File: src/rtl/core/mhic_pkg.sv
`timescale 1ns / 1ps
`default_nettype none
// ----------------------------------------------------------------------------
// Magnetometer hard-iron calibrator package
// Shared widths, constants and the word types of the input and result channels.
// ----------------------------------------------------------------------------
package mhic_pkg;

  localparam int unsigned AXIS_COUNT_DEF = 3;
  localparam int unsigned AXIS_MAX       = 3;

  localparam int unsigned RAW_W       = 16;
  localparam int unsigned OFFSET_W    = 23;
  localparam int unsigned SCALE_W     = 9;
  localparam int unsigned CFG_INDEX_W = 3;
  localparam int unsigned COUNT_W     = 32;

  // raw * 100 - offset needs 24 bits, times a 9-bit scale needs 34 bits signed.
  localparam int unsigned DIFF_W = 24;
  localparam int unsigned PROD_W = 34;
  localparam int unsigned MAG_W  = 32;

  localparam int RAW_TO_HUNDREDTHS = 100;

  // The two truncating divisions by 100 and by 300 equal one division by 30000.
  // It is done as a multiplication by ceil(2^46 / 30000) and a shift by 46,
  // which is exact for every magnitude below 2^31.
  localparam int unsigned      RECIP_PROD_W = 2 * MAG_W;
  localparam int unsigned      FIELD_SHIFT  = 46;
  localparam logic [MAG_W-1:0] FIELD_RECIP  = 32'd2345624806;

  localparam logic [SCALE_W-1:0] SCALE_RESET = SCALE_W'(100);

  localparam logic signed [RAW_W-1:0] RAW_MAX = 16'sh7FFF;
  localparam logic signed [RAW_W-1:0] RAW_MIN = 16'sh8000;

  localparam logic [CFG_INDEX_W-1:0] CFG_OFFSET_BASE = CFG_INDEX_W'(0);
  localparam logic [CFG_INDEX_W-1:0] CFG_SCALE_BASE  = CFG_INDEX_W'(3);

  typedef struct packed {
    logic [1:0]              mode;
    logic                    read_ok;
    logic signed [RAW_W-1:0] raw_x;
    logic signed [RAW_W-1:0] raw_y;
    logic signed [RAW_W-1:0] raw_z;
  } in_t;

  typedef struct packed {
    logic [1:0]              status;
    logic [1:0]              cal_phase;
    logic                    sample_valid;
    logic signed [RAW_W-1:0] field_x;
    logic signed [RAW_W-1:0] field_y;
    logic signed [RAW_W-1:0] field_z;
    logic signed [RAW_W-1:0] cal_offset_x;
    logic signed [RAW_W-1:0] cal_offset_y;
    logic signed [RAW_W-1:0] cal_offset_z;
    logic [COUNT_W-1:0]      sample_count;
  } out_t;

endpackage
`default_nettype wire

File: src/rtl/core/mhic_axis_unit.sv
`timescale 1ns / 1ps
`default_nettype none
// ----------------------------------------------------------------------------
// Shared axis correction unit
// Forms (raw*100 - offset)*scale and divides its magnitude by 30000 with a
// fixed reciprocal multiplication, truncating toward zero and keeping 16 bits.
// ----------------------------------------------------------------------------
module mhic_axis_unit (
  input  logic                                clk,
  input  logic                                rst_n,
  input  logic                                start,
  input  logic signed [mhic_pkg::RAW_W-1:0]   raw,
  input  logic signed [mhic_pkg::OFFSET_W-1:0] offset,
  input  logic        [mhic_pkg::SCALE_W-1:0] scale,
  output logic                                done,
  output logic signed [mhic_pkg::RAW_W-1:0]   field
);
  import mhic_pkg::*;

  typedef enum logic [1:0] {U_IDLE, U_MUL, U_RECIP} ustate_t;

  ustate_t                  state_r;
  logic signed [DIFF_W-1:0] diff_r;
  logic [SCALE_W-1:0]       scale_r;
  logic                     neg_r;
  logic [MAG_W-1:0]         mag_r;
  logic                     done_r;
  logic signed [RAW_W-1:0]  field_r;

  logic signed [DIFF_W-1:0] diff_calc;
  logic signed [PROD_W-1:0] prod;
  logic [PROD_W-1:0]        prod_mag;
  logic [RECIP_PROD_W-1:0]  recip_prod;
  logic [RAW_W-1:0]         quot;

  assign diff_calc  = (DIFF_W'(raw) * DIFF_W'(RAW_TO_HUNDREDTHS)) - DIFF_W'(offset);
  assign prod       = PROD_W'(diff_r) * PROD_W'($signed({1'b0, scale_r}));
  assign prod_mag   = prod[PROD_W-1] ? PROD_W'(-prod) : PROD_W'(prod);
  assign recip_prod = RECIP_PROD_W'(mag_r) * RECIP_PROD_W'(FIELD_RECIP);
  assign quot       = recip_prod[FIELD_SHIFT +: RAW_W];

  always_ff @(posedge clk) begin
    if (!rst_n) begin
      state_r <= U_IDLE;
      done_r  <= 1'b0;
    end else begin
      done_r <= 1'b0;
      case (state_r)
        U_IDLE: begin
          if (start) begin
            diff_r  <= diff_calc;
            scale_r <= scale;
            state_r <= U_MUL;
          end
        end
        U_MUL: begin
          neg_r   <= prod[PROD_W-1];
          mag_r   <= prod_mag[MAG_W-1:0];
          state_r <= U_RECIP;
        end
        U_RECIP: begin
          field_r <= neg_r ? -quot : quot;
          done_r  <= 1'b1;
          state_r <= U_IDLE;
        end
        default: state_r <= U_IDLE;
      endcase
    end
  end

  assign done  = done_r;
  assign field = field_r;

endmodule
`default_nettype wire

File: src/rtl/core/magnetometer_hard_iron_calibrator.sv
`timescale 1ns / 1ps
`default_nettype none
// ----------------------------------------------------------------------------
// Magnetometer hard-iron calibrator
// Corrects three-axis samples and learns hard-iron offsets by min/max tracking.
// ----------------------------------------------------------------------------
// The input channel takes one word per event: a sample, a calibration start or
// a calibration stop. Every word gives exactly one result word on the output
// channel, carrying status and a snapshot of fields, offsets and sample count.
// Configuration words (offsets and scales) arrive on the cfg channel, which is
// always ready, and are meant to be written while the block is idle.
// A good sample runs each axis in turn through one shared multiply unit, and
// the result is registered after the last axis, with the next word taken in
// the following cycle. Other words go from acceptance straight to the emit
// state, from which the result is registered.
// One word is in progress at a time; in_ready is high only while idle.
// The result sits in an output register; if the receiver stalls, the block
// holds the finished result and waits before taking the next word.
// Synchronous reset clears offsets, extremes, fields and count, sets the
// scales to one hundred and the calibration phase to idle.
// ----------------------------------------------------------------------------
module magnetometer_hard_iron_calibrator #(
  parameter int unsigned AXIS_COUNT = mhic_pkg::AXIS_COUNT_DEF
) (
  input  logic                                   clk,
  input  logic                                   rst_n,
  input  logic                                   in_valid,
  output logic                                   in_ready,
  input  mhic_pkg::in_t                          in_data,
  output logic                                   out_valid,
  input  logic                                   out_ready,
  output mhic_pkg::out_t                         out_data,
  input  logic                                   cfg_valid,
  output logic                                   cfg_ready,
  input  logic [mhic_pkg::CFG_INDEX_W-1:0]       cfg_index,
  input  logic [mhic_pkg::OFFSET_W-1:0]          cfg_data
);
  import mhic_pkg::*;

  localparam int unsigned AXIS_W = (AXIS_COUNT > 1) ? $clog2(AXIS_COUNT) : 1;

  typedef enum logic [1:0] {S_IDLE, S_START, S_WAIT, S_EMIT} state_t;
  typedef enum logic [1:0] {
    PHASE_IDLE    = 2'd0,
    PHASE_RUNNING = 2'd1,
    PHASE_DONE    = 2'd2
  } phase_t;

  localparam logic [1:0] STATUS_OK       = 2'd0;
  localparam logic [1:0] STATUS_READ_ERR = 2'd1;
  localparam logic [1:0] STATUS_CAL_ERR  = 2'd2;
  localparam logic [1:0] MODE_SAMPLE     = 2'd0;
  localparam logic [1:0] MODE_START      = 2'd1;
  localparam logic [1:0] MODE_STOP       = 2'd2;

  typedef logic signed [RAW_W-1:0]    axis_val_t;
  typedef logic signed [OFFSET_W-1:0] offset_t;

  state_t              state_r, state_nxt;
  phase_t              phase_r, phase_nxt;
  logic [1:0]          status_r, status_nxt;
  logic [AXIS_W-1:0]   axis_r, axis_nxt;
  in_t                 in_r, in_nxt;
  logic                valid_r, valid_nxt;
  logic [COUNT_W-1:0]  count_r, count_nxt;
  logic                out_valid_r, out_valid_nxt;
  out_t                out_r, out_nxt;

  offset_t             off_r     [AXIS_COUNT];
  offset_t             off_nxt   [AXIS_COUNT];
  logic [SCALE_W-1:0]  scale_r   [AXIS_COUNT];
  logic [SCALE_W-1:0]  scale_nxt [AXIS_COUNT];
  axis_val_t           min_r     [AXIS_COUNT];
  axis_val_t           min_nxt   [AXIS_COUNT];
  axis_val_t           max_r     [AXIS_COUNT];
  axis_val_t           max_nxt   [AXIS_COUNT];
  axis_val_t           learn_r   [AXIS_COUNT];
  axis_val_t           learn_nxt [AXIS_COUNT];
  axis_val_t           field_r   [AXIS_COUNT];
  axis_val_t           field_nxt [AXIS_COUNT];

  axis_val_t           raw_a     [AXIS_COUNT];
  axis_val_t           mid       [AXIS_COUNT];
  offset_t             mid_hund  [AXIS_COUNT];
  logic                spread;

  logic [AXIS_MAX-1:0][RAW_W-1:0] raw3;
  logic [AXIS_MAX-1:0][RAW_W-1:0] field3;
  logic [AXIS_MAX-1:0][RAW_W-1:0] learn3;

  logic                accept;
  axis_val_t           raw_sel;
  logic                unit_done;
  axis_val_t           unit_field;

  assign raw3 = {in_r.raw_z, in_r.raw_y, in_r.raw_x};

  for (genvar g = 0; g < AXIS_MAX; g++) begin : g_axis
    if (g < AXIS_COUNT) begin : g_used
      assign raw_a[g]  = signed'(raw3[g]);
      assign field3[g] = field_r[g];
      assign learn3[g] = learn_r[g];
    end else begin : g_unused
      assign field3[g] = '0;
      assign learn3[g] = '0;
    end
  end

  assign accept  = in_valid && in_ready;
  assign raw_sel = raw_a[axis_r];

  always_comb begin
    logic signed [RAW_W:0] sum;
    logic signed [RAW_W:0] adj;
    spread = 1'b1;
    for (int i = 0; i < AXIS_COUNT; i++) begin
      sum         = (RAW_W+1)'(min_r[i]) + (RAW_W+1)'(max_r[i]);
      adj         = sum + $signed({{RAW_W{1'b0}}, sum[RAW_W]});
      mid[i]      = adj[RAW_W:1];
      mid_hund[i] = OFFSET_W'(mid[i]) * OFFSET_W'(RAW_TO_HUNDREDTHS);
      if (min_r[i] >= max_r[i]) begin
        spread = 1'b0;
      end
    end
  end

  mhic_axis_unit u_axis_unit (
    .clk    (clk),
    .rst_n  (rst_n),
    .start  (state_r == S_START),
    .raw    (raw_sel),
    .offset (off_r[axis_r]),
    .scale  (scale_r[axis_r]),
    .done   (unit_done),
    .field  (unit_field)
  );

  always_comb begin
    state_nxt     = state_r;
    phase_nxt     = phase_r;
    status_nxt    = status_r;
    axis_nxt      = axis_r;
    in_nxt        = in_r;
    valid_nxt     = valid_r;
    count_nxt     = count_r;
    out_nxt       = out_r;
    out_valid_nxt = out_valid_r;
    off_nxt       = off_r;
    scale_nxt     = scale_r;
    min_nxt       = min_r;
    max_nxt       = max_r;
    learn_nxt     = learn_r;
    field_nxt     = field_r;

    if (out_ready) begin
      out_valid_nxt = 1'b0;
    end

    if (cfg_valid) begin
      for (int i = 0; i < AXIS_COUNT; i++) begin
        if (cfg_index == CFG_OFFSET_BASE + CFG_INDEX_W'(i)) begin
          off_nxt[i] = signed'(cfg_data);
        end
        if (cfg_index == CFG_SCALE_BASE + CFG_INDEX_W'(i)) begin
          scale_nxt[i] = cfg_data[SCALE_W-1:0];
        end
      end
    end

    case (state_r)
      S_IDLE: begin
        if (accept) begin
          in_nxt     = in_data;
          status_nxt = STATUS_OK;
          axis_nxt   = '0;
          state_nxt  = S_EMIT;
          case (in_data.mode)
            MODE_SAMPLE: begin
              if (in_data.read_ok) begin
                state_nxt = S_START;
              end else begin
                valid_nxt  = 1'b0;
                status_nxt = STATUS_READ_ERR;
              end
            end
            MODE_START: begin
              for (int i = 0; i < AXIS_COUNT; i++) begin
                min_nxt[i] = RAW_MAX;
                max_nxt[i] = RAW_MIN;
              end
              phase_nxt = PHASE_RUNNING;
            end
            MODE_STOP: begin
              if (phase_r != PHASE_RUNNING) begin
                status_nxt = STATUS_CAL_ERR;
              end else if (!spread) begin
                phase_nxt  = PHASE_IDLE;
                status_nxt = STATUS_CAL_ERR;
              end else begin
                for (int i = 0; i < AXIS_COUNT; i++) begin
                  learn_nxt[i] = mid[i];
                  off_nxt[i]   = mid_hund[i];
                end
                phase_nxt = PHASE_DONE;
              end
            end
            default: begin
            end
          endcase
        end
      end
      S_START: begin
        state_nxt = S_WAIT;
      end
      S_WAIT: begin
        if (unit_done) begin
          field_nxt[axis_r] = unit_field;
          if (phase_r == PHASE_RUNNING) begin
            if (raw_sel < min_r[axis_r]) begin
              min_nxt[axis_r] = raw_sel;
            end
            if (raw_sel > max_r[axis_r]) begin
              max_nxt[axis_r] = raw_sel;
            end
          end
          if (axis_r == AXIS_W'(AXIS_COUNT - 1)) begin
            valid_nxt = 1'b1;
            count_nxt = count_r + 1'b1;
            state_nxt = S_EMIT;
          end else begin
            axis_nxt  = axis_r + 1'b1;
            state_nxt = S_START;
          end
        end
      end
      S_EMIT: begin
        if (!out_valid_r || out_ready) begin
          out_nxt.status       = status_r;
          out_nxt.cal_phase    = phase_r;
          out_nxt.sample_valid = valid_r;
          out_nxt.field_x      = signed'(field3[0]);
          out_nxt.field_y      = signed'(field3[1]);
          out_nxt.field_z      = signed'(field3[2]);
          out_nxt.cal_offset_x = signed'(learn3[0]);
          out_nxt.cal_offset_y = signed'(learn3[1]);
          out_nxt.cal_offset_z = signed'(learn3[2]);
          out_nxt.sample_count = count_r;
          out_valid_nxt        = 1'b1;
          state_nxt            = S_IDLE;
        end
      end
      default: state_nxt = S_IDLE;
    endcase
  end

  always_ff @(posedge clk) begin
    if (!rst_n) begin
      state_r     <= S_IDLE;
      phase_r     <= PHASE_IDLE;
      status_r    <= STATUS_OK;
      axis_r      <= '0;
      valid_r     <= 1'b0;
      count_r     <= '0;
      out_valid_r <= 1'b0;
      for (int i = 0; i < AXIS_COUNT; i++) begin
        off_r[i]   <= '0;
        scale_r[i] <= SCALE_RESET;
        min_r[i]   <= '0;
        max_r[i]   <= '0;
        learn_r[i] <= '0;
        field_r[i] <= '0;
      end
    end else begin
      state_r     <= state_nxt;
      phase_r     <= phase_nxt;
      status_r    <= status_nxt;
      axis_r      <= axis_nxt;
      valid_r     <= valid_nxt;
      count_r     <= count_nxt;
      out_valid_r <= out_valid_nxt;
      off_r       <= off_nxt;
      scale_r     <= scale_nxt;
      min_r       <= min_nxt;
      max_r       <= max_nxt;
      learn_r     <= learn_nxt;
      field_r     <= field_nxt;
    end
    in_r  <= in_nxt;
    out_r <= out_nxt;
  end

  assign in_ready  = (state_r == S_IDLE);
  assign out_valid = out_valid_r;
  assign out_data  = out_r;
  assign cfg_ready = 1'b1;

endmodule
`default_nettype wire

File: config.mk
export PLATFORM = sky130hd
export DESIGN_NAME = magnetometer_hard_iron_calibrator
export DESIGN_NICKNAME = d
export VERILOG_FILES = /design/src/rtl/core/mhic_pkg.sv /design/src/rtl/core/mhic_axis_unit.sv /design/src/rtl/core/magnetometer_hard_iron_calibrator.sv
export SDC_FILE = /design/constraint.sdc
export NUM_CORES = 2
export LEC_CHECK = 0
export ABC_AREA = 1
export BUFFER_PORTS_ARGS = -buffer_cell sky130_fd_sc_hd__buf_2
export CAP_MARGIN = 20
export CORE_ASPECT_RATIO = 2
export CORE_MARGIN = 8
export CORE_UTILIZATION = 39
export DETAILED_ROUTE_END_ITERATION = 10
export SYNTH_ARGS = -nofsm -noshare
export SYNTH_HDL_FRONTEND = slang
export SYNTH_SLANG_ARGS = --single-unit
File: constraint.sdc
create_clock -name clk -period 19.1 [get_ports clk]
set_input_delay 2.865 -clock clk [delete_from_list [all_inputs] [get_ports clk]]
set_output_delay 2.865 -clock clk [all_outputs]
set_load 0.01 [all_outputs]
Word-level counts from Yosys, hierarchy flattened
Cells that the tools add are included.
Operators by class
  order comparisons: 7
  muxes and demuxes: 76
  div/mod/pow operators: 0
  multipliers: 6
  reductions and logical operators: 27
  bitwise logic cells: 2
  shift-type cells: 0
  $add $sub $neg: 11
  eq/ne operators: 28
Operator list (number)
  two-way mux 48 bit: 10
  two-way mux 69 bit: 6
  one-hot mux 48 bit (2 select lines): 2
  bitwise mux 48 bit: 3
  two-way mux 16 bit: 8
  two-way mux 23 bit: 5
  binary-select mux 16 bit (select 2 bit): 3
  multiplier 16 x 6 -> 21 bit (second input constant): 3
  multiplier 32 x 31 -> 61 bit (second input constant): 1
  adder 16 x 16 -> 17 bit: 3
  adder 17 x 2 -> 17 bit: 3
  >= comparator 16 bit: 3
  binary-select mux 23 bit (select 2 bit): 1
  multiplier 24 x 10 -> 34 bit: 1
  adder 32 x 1 -> 32 bit (second input constant): 1
  demux 16 bit (select 2 bit): 1
  two-way mux 32 bit: 1
  negation 32 bit: 1
  two-way mux 2 bit: 14
  subtractor 24 x 23 -> 24 bit: 1
  multiplier 16 x 6 -> 22 bit (second input constant): 1
  binary-select mux 9 bit (select 2 bit): 1
  two-way mux 9 bit: 2
  AND reduction 6 bit: 3
  other kinds (29): 79
Storage, ports and cells
  memories: 0
  logic and storage cells: 202
  latch bits: 0
  flip-flop bits (word level): 596
  memory bits (writable): 0
  output and inout bits: 136
  bits in read-only memories: 0
  input bits: 82

Longest topological paths before layout
  word-level depth: 10
  gate-level depth with buffers: 43
  depth with buffers taken out: 42

Modules after synthesis
From an unflattened synthesis, not the netlist that was laid out.
Unflattened totals
  cell total of the unflattened synthesis: 8324
  area total of the unflattened synthesis: 65429.0 µm²
By module, submodules not included
  mhic_axis_unit: area an instance 33840.0 µm², times used 1, sequential area each 2522.4 µm², cells an instance 4228
  magnetometer_hard_iron_calibrator: area an instance 31589.0 µm², times used 1, sequential area each 12041.5 µm², cells an instance 4096

Worst setup path after synthesis
OpenSTA, ideal clock, no wires.
  path type: input -> register
  start: in out_ready
  end: reg out_r (netlist bit out_data[0]), enable pin
  buffers on the path: 0
  setup time: 0.670 ns
  stages: 2
  required time: 18.430 ns
  path slack: 9.159 ns
  arrival: 9.272 ns
  cells stage by stage: inv_1 > a21oi_1
On the way
  cells in the longest elaborated chain, start to end: 2
RTL lines
  start: declaration: line magnetometer_hard_iron_calibrator.sv:31  | input logic out_ready,
  logical OR 1 bit: line magnetometer_hard_iron_calibrator.sv:237  | if (!out_valid_r || out_ready) begin
  AND reduction 2 bit (no line)
  end signal: assignment: line magnetometer_hard_iron_calibrator.sv:289  | out_r <= out_nxt;
  end: declaration: line magnetometer_hard_iron_calibrator.sv:67  | out_t out_r, out_nxt;
Every way passes these cells.
A chain may end at the register's enable or synchronous reset.

Final worst setup path
  start: reg u_axis_unit.mag_r[12]
  end: reg u_axis_unit.field_r[14], in the netlist u_axis_unit.field[14], data pin
On the way
  cells in the longest elaborated chain, start to end: 3
RTL lines
  start: declaration: line mhic_axis_unit.sv:26  | logic [MAG_W-1:0] mag_r;
  start signal: assignment: line mhic_axis_unit.sv:58  | mag_r <= prod_mag[MAG_W-1:0];
  multiplier 32 x 31 -> 61 bit *: line mhic_axis_unit.sv:39  | assign recip_prod = RECIP_PROD_W'(mag_r) * RECIP_PROD_W'(FIELD_RECIP);
  negation 16 bit: line mhic_axis_unit.sv:62  | field_r <= neg_r ? -quot : quot;
  two-way mux 16 bit *: line mhic_axis_unit.sv:62
  end signal: assignment: line mhic_axis_unit.sv:62
  end: declaration: line mhic_axis_unit.sv:28  | logic signed [RAW_W-1:0] field_r;
Every way passes the cells marked *; elsewhere a longest branch is shown, timed or not.

==> results.yml <==
critical_path:
  rr_worst_depth: 30
  crit_required_ns: 19.56
  crit_type: "reg2reg"
  crit_family: "adder cells"
  r2r-end: "u_axis_unit.field[14]"
  critical_path.startpoint: "u_axis_unit.mag_r[12]"
  worstSetupStartpointType: "register"
  path_buf_inv: 5
  cpPeakStageDelay_ns: 0.68
  cp-end-kind: "register"
  worstPathMaxFanout: 12
  slowest_stage: "edfxtp_1"
  cp.arrival_ns: 8.07
  r2r_start: "u_axis_unit.mag_r[12]"
  r2r_slack_ns: 11.50
  cp_common_cell: "nand2_1"
route:
  totalWireLength_um: 210100
  vias: 53880
  drtAntennaViolNets: 0
  wl_per_cell_um: 19.72
  drtPass1Iterations: 6
  drc: 0
  initialDrtViolationCount: 3712
  vias_per_cell: 5.057
worst_hold_path:
  hold_path_end: "out_data[51]"
  min_path_cells: 0
  min-delay-start: "learn3[19]"
  hp-class: "reg2reg"
clock_tree:
  clk_latency_ns: 0.72
  htreeDepth: 2
  path_clk_slew_ns: 0.08
  cts_tree: "yes"
  clock_path_buffers: 3
  cts_resized: 0
  numCtsBuffers: 60
  cts_setup_buffers: 0
  root_buffer: "clkbuf_16"
  cts_hold_buf: 0
  cts.sinks: 596
cells_and_area:
  areaGrowthSynthToFinish_pct: 8.080
  drive_gt1_share_pct: 6.673
  nNetsFinal: 9968
synthesis:
  synth_top_cell_area_share_pct: 19.25
  syn_nets: 9868
  synth_edf_count: 263
  synth_most_common_cell: "inv_1"
  ys_ff_latch: 596
  synth_cell_types: 74
  synth_area_leader_cell: "fa_1"
  synthTopCellsByArea: "fa_1, ha_1, edfxtp_1, inv_1, nand2_1"
  ys_warn_count: 0
  synth_area_per_cell_um2: 7.847
  synth_area_um2: 65500
  async_flop_share_pct: 0
  yosys-top-cells-count: "inv_1, nand2_1, ha_1"
  synth-seq-area-share_pct: 22.23
  synthFlopType: "dfxtp_1"
  postSynthCellCount: 8347
floorplanning:
  fp.dieW_um: 305.8
  rows: 213
  core_area_um2: 167600
  io-pin-count: 218
  die_h_um: 595.6
  die_area_um2: 182100
  start_util_pct: 39.07
sta:
  post-route-min-period_ns: 7.605
  clock_skew_ns: 0.07430
  fmax_ghz: 0.1315
  setup_viol: 0
  rsz0062_at_grt: "no"
  timing.hold.ws_ns: 0.4202
  finalHoldViolCount: 0
  period_share_pct: 39.81
  relSlewSlack_pct: 24.94
  drv_slew: 0
  worst_pin_slew_ns: 1.126
  tns_ns: 0
grt:
  grt_overflow_total: 0
  gr-usage-all-layers_pct: 22.62
  grt_max_degree: 140
  grt_pass1_vias: 53010
  antenna_found_initial: 11
  grt_pass1_wl_um: 321300
status:
  status: "finished clean"
placed_design:
  place_congestion: 0.9498
  io_buffers: 216
  dp_hpwl_um: 171100
job:
  cap_violations: 0
## routing by layer
layer  global-route usage, %  vias to the layer above  routed length [um]
li1                        -                    26250                   -
met1                   30.49                    25760               91920
met2                   37.19                     1587               96780
met3                   3.292                      284               13580
met4                   7.419                        4                7789
met5                       0                        -                  22
## cell families (layout without fill, tap and decap cells)
logic type | Yosys count | after routing | share of synthesized area [%]
compound gates | 990 | 990 | 8.380
xor+xnor | 173 | 173 | 2.371
fa+ha+maj | 1439 | 1439 | 34.71
buf+inv | 2079 | 2229 | 12.17
flops | 596 | 596 | 22.23
mux | 14 | 14 | 0.2216
other cells | 1 | 10 | 0.005725
simple gates | 3055 | 3055 | 19.91
## sequential cells by signal (all words and copies together), names as in the netlist, 9 cells and up
name and cells:
max_r 48, min_r 48, off_r 69, u_axis_unit.mag_r 32, u_axis_unit.field 16, u_axis_unit.diff_r 24
u_axis_unit.scale_r 9, scale_r 27, in_r 48, out_data 133, learn3 48, field3 48
count_r 32
## worst reg2reg max path: cells and delay by family (launching register included)
family        cells  cell delay [ns]
fa+ha+maj         9             4.34
buf+inv           5             0.36
flops             1             0.68
simple gates     16             2.01
## metrics by stage
step	setup WS (ns)	utilization [%]	std cells	area, um2
after CTS	11.50	42.22	10650	70770
after detailed placement	11.55	40.96	10540	68670
final	11.50	42.23	10660	70790
after global placement	11.56	40.95	10530	68640
after global routing	11.09	42.22	10650	70780
after floorplan	9.159	-	8347	65500
## cell usage in the layout (no fill, tap or decap), types with 111 or more instances in the layout
master / n
nand3_1: 340
dfxtp_1: 332
inv_1: 1825
o21ai_0: 288
nor2_1: 532
ha_1: 809
edfxtp_1: 263
fa_1: 630
a21oi_1: 496
nand2_1: 1821
xor2_1: 111
buf_2: 215
## layout make-up
class                           instances  area [um2]
Clock buffer                           68        1541
Fill cell                           17120       96840
Sequential cell                       596       14570
Timing Repair Buffer                  256        1404
Clock inverter                         44       563.0
Inverter                             1861        6994
Multi-Input combinational cell       5672       43010
Antenna cell                            9       22.52
Tap cell                             2150        2690
## worst max path at each step
stage	cells after the start	to	slack [ns]
global route	30	u_axis_unit.field[15]	11.09
detailed placement	30	u_axis_unit.field[12]	11.55
finish	30	u_axis_unit.field[14]	11.50
floorplan	2	out_data[0]	9.16
CTS	30	u_axis_unit.field[12]	11.50
global placement	30	u_axis_unit.field[12]	11.56
Power is left out: the tool's default activity adds up to more than one toggle a clock period on the data nets, which glitch-free logic cannot reach.
